$ cat src/sv/tdwc_pkg.sv
// ----------------------------------------------------------------------------
// tdwc_pkg
// Shared types, constants and the cell-width range table.
// ----------------------------------------------------------------------------
`default_nettype none

package tdwc_pkg;

    localparam int WIDTH_BITS  = 16;
    localparam int OUT_TDATA_W = ((WIDTH_BITS + 7) / 8) * 8;
    localparam int CP_W        = 21;

    localparam logic [7:0] ESC_BYTE      = 8'h1b;
    localparam logic [7:0] ESC_FINAL_LO  = 8'h40;
    localparam logic [7:0] ESC_FINAL_HI  = 8'h7e;

    typedef enum logic [2:0] {
        MODE_PLAIN     = 3'b001,
        MODE_ESC_FIRST = 3'b010,
        MODE_ESC_BODY  = 3'b100
    } t_mode;

    typedef struct packed {
        t_mode             mode;
        logic [1:0]        owed;
        logic [CP_W-1:0]   cp;
        logic [2:0]        fallback;
    } t_state;

    localparam t_state STATE_RESET = '{
        mode:     MODE_PLAIN,
        owed:     2'd0,
        cp:       '0,
        fallback: 3'd0
    };

    function automatic logic [1:0] cells_of(input logic [CP_W-1:0] cp);
        logic [1:0] w;
        w = 2'd1;
        if (cp < 21'h20 || (cp >= 21'h7f && cp < 21'ha0)) begin
            w = 2'd0;
        end else if ((cp >= 21'h0300 && cp <= 21'h036f) ||
                     (cp >= 21'h1ab0 && cp <= 21'h1aff) ||
                     (cp >= 21'h1dc0 && cp <= 21'h1dff) ||
                     (cp >= 21'h20d0 && cp <= 21'h20ff) ||
                     (cp >= 21'hfe20 && cp <= 21'hfe2f)) begin
            w = 2'd0;
        end else if ((cp >= 21'h1100 && cp <= 21'h115f) ||
                     (cp >= 21'h2e80 && cp <= 21'ha4cf) ||
                     (cp >= 21'hac00 && cp <= 21'hd7a3) ||
                     (cp >= 21'hf900 && cp <= 21'hfaff) ||
                     (cp >= 21'hfe10 && cp <= 21'hfe19) ||
                     (cp >= 21'hfe30 && cp <= 21'hfe6f) ||
                     (cp >= 21'hff00 && cp <= 21'hff60) ||
                     (cp >= 21'hffe0 && cp <= 21'hffe6) ||
                     (cp >= 21'h20000 && cp <= 21'h3fffd)) begin
            w = 2'd2;
        end
        return w;
    endfunction

endpackage

`default_nettype wire

$ cat src/sv/terminal_display_width_counter.sv
// ----------------------------------------------------------------------------
// terminal_display_width_counter
// Terminal cell width of a UTF-8 string with escape sequences skipped.
// ----------------------------------------------------------------------------
// One byte per beat enters on the slave stream, tlast marking the string's
// last byte; one 16-bit saturating cell count leaves on the master stream for
// each string. Throughput is one byte per cycle: a byte is registered in the
// input stage, then decoded and summed into the running total, and the count is
// registered on the master stream when the last byte advances. Input stalls only
// when a last byte is staged while the previous count is still unread.
`default_nettype none

module terminal_display_width_counter
    import tdwc_pkg::*;
(
    input  wire logic                   i_clk,
    input  wire logic                   i_rst_n,
    input  wire logic                   i_s_axis_tvalid,
    output logic                        o_s_axis_tready,
    input  wire logic [7:0]             i_s_axis_tdata,   // [7:0] text_byte
    input  wire logic                   i_s_axis_tlast,   // final_byte
    output logic                        o_m_axis_tvalid,
    input  wire logic                   i_m_axis_tready,
    output logic [OUT_TDATA_W-1:0]      o_m_axis_tdata    // [15:0] cell_width
);

    logic                  r_in_valid;
    logic [7:0]            r_in_byte;
    logic                  r_in_last;
    t_state                r_state;
    logic [WIDTH_BITS-1:0] r_total;
    logic                  r_out_valid;
    logic [WIDTH_BITS-1:0] r_out_data;

    t_state                n_state;
    logic [2:0]            step_add;
    logic [WIDTH_BITS:0]   sum;
    logic [WIDTH_BITS-1:0] n_total;
    logic                  advance;

    tdwc_step u_step (
        .i_byte  (r_in_byte),
        .i_last  (r_in_last),
        .i_state (r_state),
        .o_state (n_state),
        .o_add   (step_add)
    );

    assign sum     = {1'b0, r_total} + {{(WIDTH_BITS-2){1'b0}}, step_add};
    assign n_total = sum[WIDTH_BITS] ? {WIDTH_BITS{1'b1}} : sum[WIDTH_BITS-1:0];
    assign advance = r_in_valid && (!r_in_last || !r_out_valid || i_m_axis_tready);

    assign o_s_axis_tready = !r_in_valid || advance;
    assign o_m_axis_tvalid = r_out_valid;
    assign o_m_axis_tdata  = OUT_TDATA_W'(r_out_data);

    always_ff @(posedge i_clk) begin
        if (!i_rst_n) begin
            r_in_valid <= 1'b0;
        end else if (o_s_axis_tready) begin
            r_in_valid <= i_s_axis_tvalid;
        end
    end

    always_ff @(posedge i_clk) begin
        if (o_s_axis_tready && i_s_axis_tvalid) begin
            r_in_byte <= i_s_axis_tdata;
            r_in_last <= i_s_axis_tlast;
        end
    end

    always_ff @(posedge i_clk) begin
        if (!i_rst_n) begin
            r_state <= STATE_RESET;
            r_total <= '0;
        end else if (advance) begin
            if (r_in_last) begin
                r_state <= STATE_RESET;
                r_total <= '0;
            end else begin
                r_state <= n_state;
                r_total <= n_total;
            end
        end
    end

    always_ff @(posedge i_clk) begin
        if (!i_rst_n) begin
            r_out_valid <= 1'b0;
        end else if (advance && r_in_last) begin
            r_out_valid <= 1'b1;
        end else if (i_m_axis_tready) begin
            r_out_valid <= 1'b0;
        end
    end

    always_ff @(posedge i_clk) begin
        if (advance && r_in_last) begin
            r_out_data <= n_total;
        end
    end

    a_seq_only_in_plain: assert property (@(posedge i_clk) disable iff (!i_rst_n)
        r_state.owed != 2'd0 |-> r_state.mode == MODE_PLAIN)
        else $error("open UTF-8 sequence outside plain mode");

    a_fallback_range: assert property (@(posedge i_clk) disable iff (!i_rst_n)
        r_state.owed != 2'd0 |-> r_state.fallback != 3'd0 && r_state.fallback <= 3'd3)
        else $error("fallback width out of range");

    a_clear_after_last: assert property (@(posedge i_clk) disable iff (!i_rst_n)
        advance && r_in_last |=> r_total == '0 && r_state.owed == 2'd0 && r_out_valid)
        else $error("state not cleared after last beat");

    a_total_monotone: assert property (@(posedge i_clk) disable iff (!i_rst_n)
        advance && !r_in_last |=> r_total >= $past(r_total))
        else $error("running total decreased");

endmodule

`default_nettype wire

$ cat src/sv/tdwc_step.sv
// ----------------------------------------------------------------------------
// tdwc_step
// Next-state and cell increment for one byte of the string.
// ----------------------------------------------------------------------------
`default_nettype none

module tdwc_step
    import tdwc_pkg::*;
(
    input  wire logic [7:0] i_byte,
    input  wire logic       i_last,
    input  wire t_state     i_state,
    output t_state          o_state,
    output logic [2:0]      o_add
);

    t_state          nxt;
    logic            fresh;
    logic [2:0]      add;
    logic [CP_W-1:0] cp_next;
    logic [1:0]      byte_cells;

    always_comb begin
        nxt        = i_state;
        fresh      = 1'b0;
        add        = 3'd0;
        byte_cells = cells_of({13'd0, i_byte});
        cp_next    = {i_state.cp[CP_W-7:0], i_byte[5:0]};

        unique case (i_state.mode)
            MODE_ESC_FIRST: begin
                nxt.mode = MODE_ESC_BODY;
            end
            MODE_ESC_BODY: begin
                if (i_byte >= ESC_FINAL_LO && i_byte <= ESC_FINAL_HI) begin
                    nxt.mode = MODE_PLAIN;
                end
            end
            default: begin
                nxt.mode = MODE_PLAIN;
                if (i_state.owed != 2'd0) begin
                    if (i_byte[7:6] == 2'b10) begin
                        nxt.cp       = cp_next;
                        nxt.fallback = i_state.fallback + {1'b0, byte_cells};
                        nxt.owed     = i_state.owed - 2'd1;
                        if (i_state.owed == 2'd1) begin
                            add = {1'b0, cells_of(cp_next)};
                        end
                    end else begin
                        // broken sequence: flush lead and buffered bytes
                        add          = i_state.fallback;
                        nxt.owed     = 2'd0;
                        nxt.fallback = 3'd0;
                        nxt.cp       = '0;
                        fresh        = 1'b1;
                    end
                end else begin
                    fresh = 1'b1;
                end

                if (fresh) begin
                    priority if (i_byte == ESC_BYTE) begin
                        nxt.mode = MODE_ESC_FIRST;
                    end else if (!i_byte[7]) begin
                        add = add + {1'b0, byte_cells};
                    end else if (i_byte[7:5] == 3'b110) begin
                        nxt.cp       = {16'd0, i_byte[4:0]};
                        nxt.owed     = 2'd1;
                        nxt.fallback = {1'b0, byte_cells};
                    end else if (i_byte[7:4] == 4'b1110) begin
                        nxt.cp       = {17'd0, i_byte[3:0]};
                        nxt.owed     = 2'd2;
                        nxt.fallback = {1'b0, byte_cells};
                    end else if (i_byte[7:3] == 5'b11110) begin
                        nxt.cp       = {18'd0, i_byte[2:0]};
                        nxt.owed     = 2'd3;
                        nxt.fallback = {1'b0, byte_cells};
                    end else begin
                        add = add + {1'b0, byte_cells};
                    end
                end
            end
        endcase

        // string ends mid-sequence: count the pending bytes as lone characters
        if (i_last && nxt.owed != 2'd0) begin
            add = add + nxt.fallback;
        end
    end

    assign o_state = nxt;
    assign o_add   = add;

endmodule

`default_nettype wire
$ cat config.mk
export PLATFORM = sky130hd
export DESIGN_NAME = terminal_display_width_counter
export DESIGN_NICKNAME = d
export VERILOG_FILES = /design/src/sv/tdwc_pkg.sv /design/src/sv/terminal_display_width_counter.sv /design/src/sv/tdwc_step.sv
export SDC_FILE = /design/constraint.sdc
export NUM_CORES = 1
export LEC_CHECK = 0
export ABC_AREA = 1
export BUFFER_PORTS_ARGS = -buffer_cell sky130_fd_sc_hd__buf_4
export CAP_MARGIN = 20
export CELL_PAD_IN_SITES_DETAIL_PLACEMENT = 0
export CELL_PAD_IN_SITES_GLOBAL_PLACEMENT = 2
export CORE_ASPECT_RATIO = 1.1
export CORE_UTILIZATION = 37
export CTS_CLUSTER_DIAMETER = 100
export DETAILED_ROUTE_END_ITERATION = 12
export HOLD_SLACK_MARGIN = 0.15
export PLACE_DENSITY_LB_ADDON = 0.05
export SLEW_MARGIN = 20
export SYNTH_ARGS = -nofsm -noshare
export SYNTH_HDL_FRONTEND = slang
export SYNTH_SLANG_ARGS = --single-unit
$ cat constraint.sdc
create_clock -name i_clk -period 9.95 [get_ports i_clk]
set_clock_uncertainty 0.1 [all_clocks]
set_input_delay 0.4975 -clock i_clk [delete_from_list [all_inputs] [get_ports i_clk]]
set_output_delay 0.4975 -clock i_clk [all_outputs]
set_load 0.01 [all_outputs]
; After elaboration in Yosys (flattened, before gate mapping)
; Cells that the tools add are included.
; Widths: inputs -> output; s select.
[totals]
regBits = 72
latch_bits = 0
ramBits = 0
mem_bits_ro = 0
input_bits = 13
output_inout_bits = 18
wordCells = 144
memories = 0
[op_classes]
addsub = 5
multipliers = 0
n_div = 0
n_lt_le_gt_ge = 36
eq_ne = 10
n_shift = 0
mux = 36
bitwise_logic = 0
reduce_logical = 47
[op_table]
columns = op, count
row1 = $mux 26, 8
row2 = $le 21x16->1 const B, 8
row3 = $ge 21x16->1 const B, 7
row4 = $ge 21x13->1 const B, 3
row5 = $le 21x13->1 const B, 3
row6 = $mux 29, 2
row7 = $ge 21x14->1 const B, 2
row8 = $mux 3, 12
row9 = $mux 16, 2
row10 = $ge 21x10->1 const B, 1
row11 = $ge 21x18->1 const B, 1
row12 = $ge 21x7->1 const B, 1
row13 = $le 21x10->1 const B, 1
row14 = $le 21x14->1 const B, 1
row15 = $le 21x18->1 const B, 1
row16 = $logic_and 1x1->1, 21
row17 = $lt 21x6->1 const B, 1
row18 = $lt 21x8->1 const B, 1
row19 = $add 16x3->17, 1
row20 = $logic_or 1x1->1, 17
row21 = $ge 8x7->1 const B, 2
row22 = $mux 2, 5
row23 = $eq 8x5->1 const B, 1
row24 = $le 8x7->1 const B, 1
row25 = other kinds (19), 31

; Logic depth before layout (Yosys ltp)
; Gate-level depths: netlist (run 1).
[depth]
word_depth = 30
mapped_depth = 39
mapped_depth_nobuf = 38

; Modules after synthesis
; From an unflattened synthesis (run 1), not the netlist that was laid out.
[hier_totals]
cells_unflattened = 758
area_unflattened_um2 = 4997.3
[modules_own_cells]
columns = mod, n_inst, cells_per_inst, area_per_inst_um2, seq_area_each_um2
row1 = terminal_display_width_counter, 1, 344, 3004.1, 1691.6
row2 = tdwc_step, 1, 414, 1993.2, 0.0

; Least setup slack after synthesis (run 1)
; Ideal clock, no wire load.
[synth_timing]
kind = reg-to-reg
startpoint = register r_in_byte[4]
endpoint = register r_out_data[14], in the netlist o_m_axis_tdata[14], data pin
setup_ns = 0.259
t_arrival_ns = 4.264
t_required_ns = 9.591
slack_ns = 5.327
stages_incl_launch_ff = 35
n_path_buf = 1
synth_period_minus_slack_ns = 4.623
cell_sequence = edfxtp_1 clkbuf_2 inv_1 nand2_1 nor3_1 nor2_1 nand2_1 nand3_1 nand4_1 nor2_1 nand3_1 nand2_1 nand2_1 inv_1 ha_1 ha_1 nand3_1 nand2_1 nand2_1 inv_1 fa_1 xnor2_1 nor2_1 xor2_1 ha_1 inv_1 o21bai_1 nand3_1 nor2_2 nand2_1 nor2_4 nand2_2 nor2_1 nand3_1 o21a_1
[synth_between]
elab_chain_cells = 29
elab_cells_between_ends = 99
classes_between = add/sub (4) / order compare (34) / eq/ne (3) / mux (26) / reduce/logical (32)
[synth_lines]
columns = element, line_no
row1 = "start, declared", terminal_display_width_counter.sv:28  ; logic [7:0] r_in_byte;
row2 = "start signal, assigned", terminal_display_width_counter.sv:67  ; r_in_byte <= i_s_axis_tdata;
row3 = "$ge 21x13->1, or another cell as far along", tdwc_pkg.sv:48  ; end else if ((cp >= 21'h1100 && cp <= 21'h115f) ||
row4 = "$logic_and 1x1->1, on equally long branches", "tdwc_pkg.sv:48, tdwc_pkg.sv:49"
row5 = $logic_or 1x1->1, tdwc_pkg.sv:48
row6 = $logic_or 1x1->1, tdwc_pkg.sv:49  ; (cp >= 21'h2e80 && cp <= 21'ha4cf) ||
row7 = $logic_or 1x1->1, tdwc_pkg.sv:50  ; (cp >= 21'hac00 && cp <= 21'hd7a3) ||
row8 = $logic_or 1x1->1, tdwc_pkg.sv:51  ; (cp >= 21'hf900 && cp <= 21'hfaff) ||
row9 = $logic_or 1x1->1, tdwc_pkg.sv:52  ; (cp >= 21'hfe10 && cp <= 21'hfe19) ||
row10 = $logic_or 1x1->1, tdwc_pkg.sv:53  ; (cp >= 21'hfe30 && cp <= 21'hfe6f) ||
row11 = [... 14 more ...], -
row12 = $mux 3, tdwc_step.sv:62  ; priority if (i_byte == ESC_BYTE) begin
row13 = $mux 3, tdwc_step.sv:61  ; if (fresh) begin
row14 = $mux 3, tdwc_step.sv:30  ; unique case (i_state.mode)
row15 = $add 3x3->3, tdwc_step.sv:87  ; add = add + nxt.fallback;
row16 = $mux 3 *, tdwc_step.sv:86  ; if (i_last && nxt.owed != 2'd0) begin
row17 = $add 16x3->17 *, terminal_display_width_counter.sv:49  ; assign sum = {1'b0, r_total} + {{(WIDTH_BITS-2){1'b0}}, step_add};
row18 = $mux 16 *, terminal_display_width_counter.sv:50  ; assign n_total = sum[WIDTH_BITS] ? {WIDTH_BITS{1'b1}} : sum[WIDTH_BITS-1:0];
row19 = via n_total[14], terminal_display_width_counter.sv:38  ; logic [WIDTH_BITS-1:0] n_total;
row20 = "end signal, assigned", terminal_display_width_counter.sv:99  ; r_out_data <= n_total;
row21 = "end, declared", terminal_display_width_counter.sv:33  ; logic [WIDTH_BITS-1:0] r_out_data;
; The timed path passes the listed nets; every way through them passes the cells marked *. The select of a mux whose other input is x is not followed.
; A chain may end at the register's enable or synchronous reset.

; Worst setup path after layout (run 1)
[layout_timing]
startpoint = register r_state[9] (netlist bit)
endpoint = register r_total[11]
[layout_between]
elab_chain_cells = 30
elab_cells_between_ends = 79
classes_between = add/sub (3) / order compare (31) / mux (17) / reduce/logical (28)
[layout_lines]
columns = element, line_no
row1 = "start, declared", terminal_display_width_counter.sv:30  ; t_state r_state;
row2 = "start signal, assigned", terminal_display_width_counter.sv:81  ; r_state <= n_state;
row3 = "$ge 21x13->1, or another cell as far along", tdwc_pkg.sv:48
row4 = "$logic_and 1x1->1, on equally long branches", "tdwc_pkg.sv:48, tdwc_pkg.sv:49"
row5 = $logic_or 1x1->1, tdwc_pkg.sv:48
row6 = $logic_or 1x1->1, tdwc_pkg.sv:49
row7 = $logic_or 1x1->1, tdwc_pkg.sv:50
row8 = $logic_or 1x1->1, tdwc_pkg.sv:51
row9 = $logic_or 1x1->1, tdwc_pkg.sv:52
row10 = $logic_or 1x1->1, tdwc_pkg.sv:53
row11 = [... 15 more ...], -
row12 = $mux 3 *, tdwc_step.sv:61
row13 = $mux 3 *, tdwc_step.sv:30
row14 = $add 3x3->3, tdwc_step.sv:87
row15 = $mux 3 *, tdwc_step.sv:86
row16 = $add 16x3->17 *, terminal_display_width_counter.sv:49
row17 = $mux 16 *, terminal_display_width_counter.sv:50
row18 = via n_total[11], terminal_display_width_counter.sv:38
row19 = $mux 16 *, terminal_display_width_counter.sv:77  ; if (r_in_last) begin
row20 = "end signal, assigned", terminal_display_width_counter.sv:82  ; r_total <= n_total;
row21 = "end, declared", terminal_display_width_counter.sv:31  ; logic [WIDTH_BITS-1:0] r_total;
; Marks and branches as above.

==> results of run 1 <==
[critical path: cells and delay by family (launching register included)]
kind	cells	cell delay, ns
adder cells (fa/ha/maj)	4	1.14
AND/OR/NAND/NOR	17	2.30
flip-flops	1	0.65
XOR/XNOR	2	0.32
AO/OA/AOI/OAI	6	0.86
buffers and inverters	4	0.40
[worst max path at each step]
stage,endpoint,slack [ns],depth (start not counted)
floorplan,o_m_axis_tdata[14],5.33,34
global placement,r_total[11],4.19,33
CTS,r_total[11],4.10,33
finish,r_total[11],4.12,33
detailed placement,r_total[11],4.13,33
global route,r_total[11],3.54,35
[power breakdown]
group	internal [mW]	switching, mW	total [mW]
clock network	0.194	0.119	0.314
logic	0.0145	0.0308	0.0453
registers	0.285	0.00590	0.291
total	0.494	0.156	0.650
[state kept, by name, indices dropped and copies added, names as in the netlist]
register	count
r_in_last	1
r_total	16
r_in_valid	1
r_in_byte	8
o_m_axis_tdata	16
r_state	23
o_m_axis_tvalid	1
[cell families (layout without fill, tap and decap cells)]
| logic type | after synthesis | in the layout | synth area share |
|---|---|---|---|
| xor gates and xnor gates | 6 | 6 | 0.01176 |
| AOI/OAI and AO/OA | 88 | 88 | 0.1171 |
| buffers and inverters | 102 | 124 | 0.09381 |
| adders and majority gates | 12 | 12 | 0.03696 |
| DFF | 66 | 66 | 0.3517 |
| and+or+nand+nor | 374 | 374 | 0.3887 |
[Yosys cell counts, types with 3 or more instances]
library cell	instances	area, µm²
a21oi_1	38	190.2
ha_1	10	125.1
clkbuf_1	11	41.29
edfxtp_1	25	750.7
nor2_4	8	90.09
a32oi_1	3	26.28
nor3_1	14	70.07
nor2_1	76	285.3
inv_2	13	48.80
nand2_2	8	50.05
or2_2	6	37.54
buf_2	7	35.03
nand4_1	16	100.1
o21ai_0	19	95.09
nand3_1	49	245.2
a22oi_1	3	22.52
nor2_2	9	56.30
o211ai_1	3	22.52
nor4_1	3	18.77
a31oi_1	4	25.02
inv_1	64	240.2
nand3_2	7	70.07
o22ai_1	4	25.02
dfxtp_1	41	820.8
xor2_1	5	43.79
buf_4	5	37.54
nand2_1	171	641.9
[area by class of cell]
class / count / area, µm²
multi-input combinational: 480 / 2480
sequential: 66 / 1572
tap: 150 / 187.7
clock inverter: 6 / 68.82
timing repair buffer: 31 / 232.7
clock buffer: 10 / 229.0
fill: 1256 / 6535
inverter: 77 / 289.0
[per-layer routing]
metal	up-vias	global-route usage
met4	0	0.1178
met2	92	0.4026
met5	-	0
met1	1954	0.2508
met3	24	0.02824
li1	2170	-
==> metrics.md, run 1 <==
| Metric | Value |
|---|---|
| Most frequent cells in the layout | 171 x nand2_1, 75 x nor2_1, 64 x inv_1 |
| GRT Resource Usage Total | 0.2201 |
| Top Ports | 31 |
| Flop2flop setup slack | approximately 4.1 ns |
| Syn avg cell area | between 6 and 7 µm² |
| CTS resizes | 0 |
| Clock tree buffer depth | 2 |
| Met2 routed WL | approximately 6.7 mm |
| Primary FF master, synth | dfxtp_1 |
| Post-DP HPWL | approximately 10 mm |
| Setup Slack @ Placement | approximately 4.1 ns |
| Worst skew pair latency | between 0.3 and 0.4 ns |
| Avg Vias per Cell | 5.171 |
| Fin. Hold Viols | 0 |
| Initial Util | 0.3854 |
| Cell total after placement | about 800 |
| Max-slew violation count | 0 |
| Ys Warns | 0 |
| CP max FO | 14 |
| #FFs+latches synth | 66 |
| Highest metal used | met4 |
| Async S/R FF share, synth | 0 |
| Critical Path Start | r_state[9] |
| Vias in the first global route | a little over 4,000 |
| Hold path startpoint | i_s_axis_tdata[0] |
| TritonCTS clock tree | yes |
| DR pass1 iterations | 5 |
| Slew @ Worst Pin | 0.8988 ns |
| Post-synthesis sequential area ratio | 0.3517 |
| Met3 WL | between 300 and 400 µm |
| Share of cells above drive strength 1 | 0.1582 |
| Final setup violation count | 0 |
| Final cell count without fillers | 820 |
| Clock slew at reported path FFs | around 0.06 ns |
| CP Launch Type | flop |
| Rel. slew slack | 0.4002 |
| Reg2reg start | r_state[9] |
| Drt wl/cell | ~16 µm |
| Most numerous cell on the critical path | nand2_1 |
| Hold Crit Depth | 1 |
| Cells after Synth | between 600 and 700 |
| Finished Cell Area | a little over 5000 µm² |
| Crit path arrival time | around 6 ns |
| Status | completed |
| MaxCap Viol Count | 0 |
| Fin Setup TNS | 0 ns |
| Area growth, synth to finish | 13.22% |
| Total Wirelength | 12.98 mm |
| IO Port Bufs | 30 |
| Tcrit/Tclk final | 0.5856 |
| Largest net degree at the start of global routing | 35 |
| Worst Reg-to-Reg Cells | 33 |
| Post-CTS setup buffers | 0 |
| N_diodes | 0 |
| Via count | 4,240 |
| Synthesized cell area | 4468 µm² |
| Synth unique cells | between 40 and 50 |
| Leakage | 2.076 nW |
| Peak VDD IR | around 0.000099 V |
| Commonest non-fill, non-tap cell in the layout | nand2_1 |
| RR Endpoint | r_total[11] |
| Hold WS | 0.2460 ns |
| M1 WL | roughly 5.5 mm |
| Total gr overflow | 0 |
| Nets | 690 |
| Hold WC Path Type | input port to flop |
| CP Class | flop to flop |
| Final core utilization | 0.4363 |
| Max Clk Rate | 0.1716 GHz |
| Setup slack after layout | 4.124 ns |
| Die W | between 100 and 150 µm |
| Die Y | 117.3 µm |
| Clock buffer count from CTS | 9 |
| Placed cell area | between 4000 and 5000 µm² |
| Core area | roughly 12,000 µm² |
| Sink Count | 66 |
| Tot Pwr | 0.6501 mW |
| Rows | around 40 |
| First-pass GRT wire length | ~21 mm |
| Worst endpoint required time | between 10 and 15 ns |
| Final Wtd Congestion | between 0.8 and 0.9 |
| H-tree levels | 3 |
| CP max-delay cell | dfxtp_1 |
| DRC viols | 0 |
| Hold Path Sink | r_in_byte[0] |
| Root Buffer | clkbuf_16 |
| Tmin final | around 5.8 ns |
| Unrepaired setup endpoints after global routing | no |
| PD cells | about 130 nW/µm² |
| Crit end category | flop |
| Iter 0 DRT Violations | ~230 |
| ANT nets after route | 0 |
| Initial antenna violation count | 0 |
| Post-synth EDFFs | 25 |
| Die ar. | 12,520 µm² |
| Mapped Nets | a little under 700 |
| Hold-fix buffers at CTS | 0 |
| Delay of the slowest cell on the worst path | around 0.65 ns |
(Power assumes the default switching activity.)
==> inputs of run 2 (changes only) <==
--- a/config.mk
+++ b/config.mk
@@ -11,7 +11,7 @@
 export CELL_PAD_IN_SITES_DETAIL_PLACEMENT = 0
 export CELL_PAD_IN_SITES_GLOBAL_PLACEMENT = 2
 export CORE_ASPECT_RATIO = 1.1
-export CORE_UTILIZATION = 37
+export CORE_UTILIZATION = 35
 export CTS_CLUSTER_DIAMETER = 100
 export DETAILED_ROUTE_END_ITERATION = 12
 export HOLD_SLACK_MARGIN = 0.15
==> constraint.sdc (replaced) <==
create_clock -name i_clk -period 5.54 [get_ports i_clk]
set_clock_uncertainty 0.1 [all_clocks]
set_input_delay 0.277 -clock i_clk [delete_from_list [all_inputs] [get_ports i_clk]]
set_output_delay 0.277 -clock i_clk [all_outputs]
set_load 0.01 [all_outputs]
==> metrics.md, run 2 (synthesis results as in run 1) <==
| Metric | Value |
|---|---|
| Avg Vias per Cell | between 5 and 6 |
| Fin. Hold Viols | 0 |
| Crit end category | flop |
| Top Ports | 31 |
| Rows | 42 |
| N_diodes | 0 |
| Clock tree buffer depth | 2 |
| Leakage | approximately 2.3 nW |
| Delay of the slowest cell on the worst path | 0.53 ns |
| Largest register FFs | 23 |
| Sequential power share | 0.444 |
| Final core utilization | 0.4516 |
| Placed cell area | just under 5000 µm² |
| IO Port Bufs | 30 |
| Switching part of the total power | 0.2407 |
| Slew @ Worst Pin | 0.9084 ns |
| Initial Util | 0.3649 |
| Unrepaired setup endpoints after global routing | no |
| MaxCap Viol Count | 0 |
| Most frequent cells in the layout | 165 x nand2_1, 68 x nor2_1, 62 x inv_1 |
| Iter 0 DRT Violations | about 240 |
| M3 GR Usage | 0.03073 |
| CP Class | flop to flop |
| Commonest non-fill, non-tap cell in the layout | nand2_1 |
| CP max-delay cell | fa_2 |
| Final Wtd Congestion | between 0.9 and 1 |
| Most numerous cell on the critical path | nand2_1 |
| Fin Setup TNS | 0 ns |
| Vias in the first global route | approximately 4,300 |
| Max Clk Rate | 0.1935 GHz |
| Root Buffer | clkbuf_16 |
| Clock buffer count from CTS | 9 |
| DRC viols | 0 |
| Die Y | between 100 and 150 µm |
| Worst endpoint required time | ~5.5 ns |
| Total Wirelength | ~14 mm |
| Largest Register | r_state |
| Switch Pwr | 0.2811 mW |
| Largest net degree at the start of global routing | 40 |
| FILL cells | 1,265 |
| Sink Count | 66 |
| Crit path arrival time | 5.16 ns |
| Comb pwr share | 0.083 |
| Met2 usage in global routing | 0.4025 |
| Setup Slack @ Placement | ~0.22 ns |
| Tcrit/Tclk final | 0.9329 |
| Share of cells above drive strength 1 | 0.2313 |
| First-pass GRT wire length | roughly 22 mm |
| Via count | between 4,000 and 5,000 |
| Die ar. | about 13,000 µm² |
| Worst skew pair latency | ~0.33 ns |
| PD cells | ~210 nW/µm² |
| Initial antenna violation count | 0 |
| Peak VDD IR | around 0.00018 V |
| Rel. slew slack | 0.3930 |
| Int Power | slightly below 0.9 mW |
| Core area | ~12,000 µm² |
| TritonCTS clock tree | yes |
| Hold WC Path Type | input port to flop |
| Clock network power share | 0.473 |
| Clock slew at reported path FFs | around 0.060 ns |
| DR pass1 iterations | 4 |
| Post-DP HPWL | slightly above 10 mm |
| CP max FO | 4 |
| Status | completed |
| Tmin final | approximately 5.2 ns |
| Nets | 729 |
| Drt wl/cell | approximately 16 µm |
| CP Launch Type | flop |
| GRT busiest layer | met2 |
| Area growth, synth to finish | 23.75% |
| M1 GR Usage | 0.2548 |
| Total gr overflow | 0 |
| ANT nets after route | 0 |
| Max-slew violation count | 0 |
| Setup slack after layout | ~0.37 ns |
| H-tree levels | 3 |
| Final setup violation count | 0 |
| GRT Resource Usage Total | 0.2202 |
| Die W | between 100 and 150 µm |
| Finished Cell Area | roughly 5500 µm² |
## run 2: final timing paths
check	from	to	slack (ns)	depth (start not counted)
min reg2reg	r_total[0]	r_total[0]	0.37	2
max	r_in_byte[5]	o_m_axis_tdata[14]	0.37	30
min	i_m_axis_tready	r_in_valid	0.19	4
max reg2reg	r_in_byte[5]	o_m_axis_tdata[14]	0.37	30
## run 2: final cells by class
cell class                      count  area [µm²]  area share
Clock buffer                       12       267.8     0.04843
Inverter                           77       291.5     0.05273
Timing Repair Buffer               70       569.3      0.1030
Clock inverter                      4       22.52    0.004073
Sequential cell                    66        1599      0.2892
Tap cell                          154       192.7     0.03485
Multi-Input combinational cell    480        2586      0.4678
## run 2: per-layer routing
layer,vias up,share of wire
li1,2252,-
met1,2004,0.42
met2,77,0.52
met3,25,0.029
met4,0,0.026
met5,-,0
## run 2: metrics by stage
step / hold WS, ns / cells / power (mW)
final: 0.1945 / 863 / 1.168
after global routing: 0.2369 / 863 / 1.215
after CTS: 0.1903 / 850 / 1.179
after detailed placement: 0.3565 / 823 / 0.6179
after global placement: 0.3558 / 823 / 0.6186
after floorplan: 0.2756 / 648 / 0.5852
## run 2: timing repair
action	CTS	global route
endpoints found under the hold margin	12	0
setup endpoints to repair	0	32
resized for setup	0	51
hold buffers	11	0
setup buffers	0	13
## run 2: critical path, delay by kind of cell, from the launching register on
kind / cells / cell delay (ns)
adders and majority gates: 4 / 1.38
AOI/OAI and AO/OA: 7 / 0.98
DFF: 1 / 0.46
and+or+nand+nor: 15 / 1.57
buffers and inverters: 4 / 0.44
## run 2: power by group through the flow
stage	registers (mW)	clock network [mW]	logic, mW
after floorplan	0.528	0	0.0573
after global placement	0.532	0	0.0862
after detailed placement	0.532	0	0.0855
after CTS	0.522	0.565	0.0919
after global routing	0.519	0.586	0.110
final	0.518	0.552	0.0973
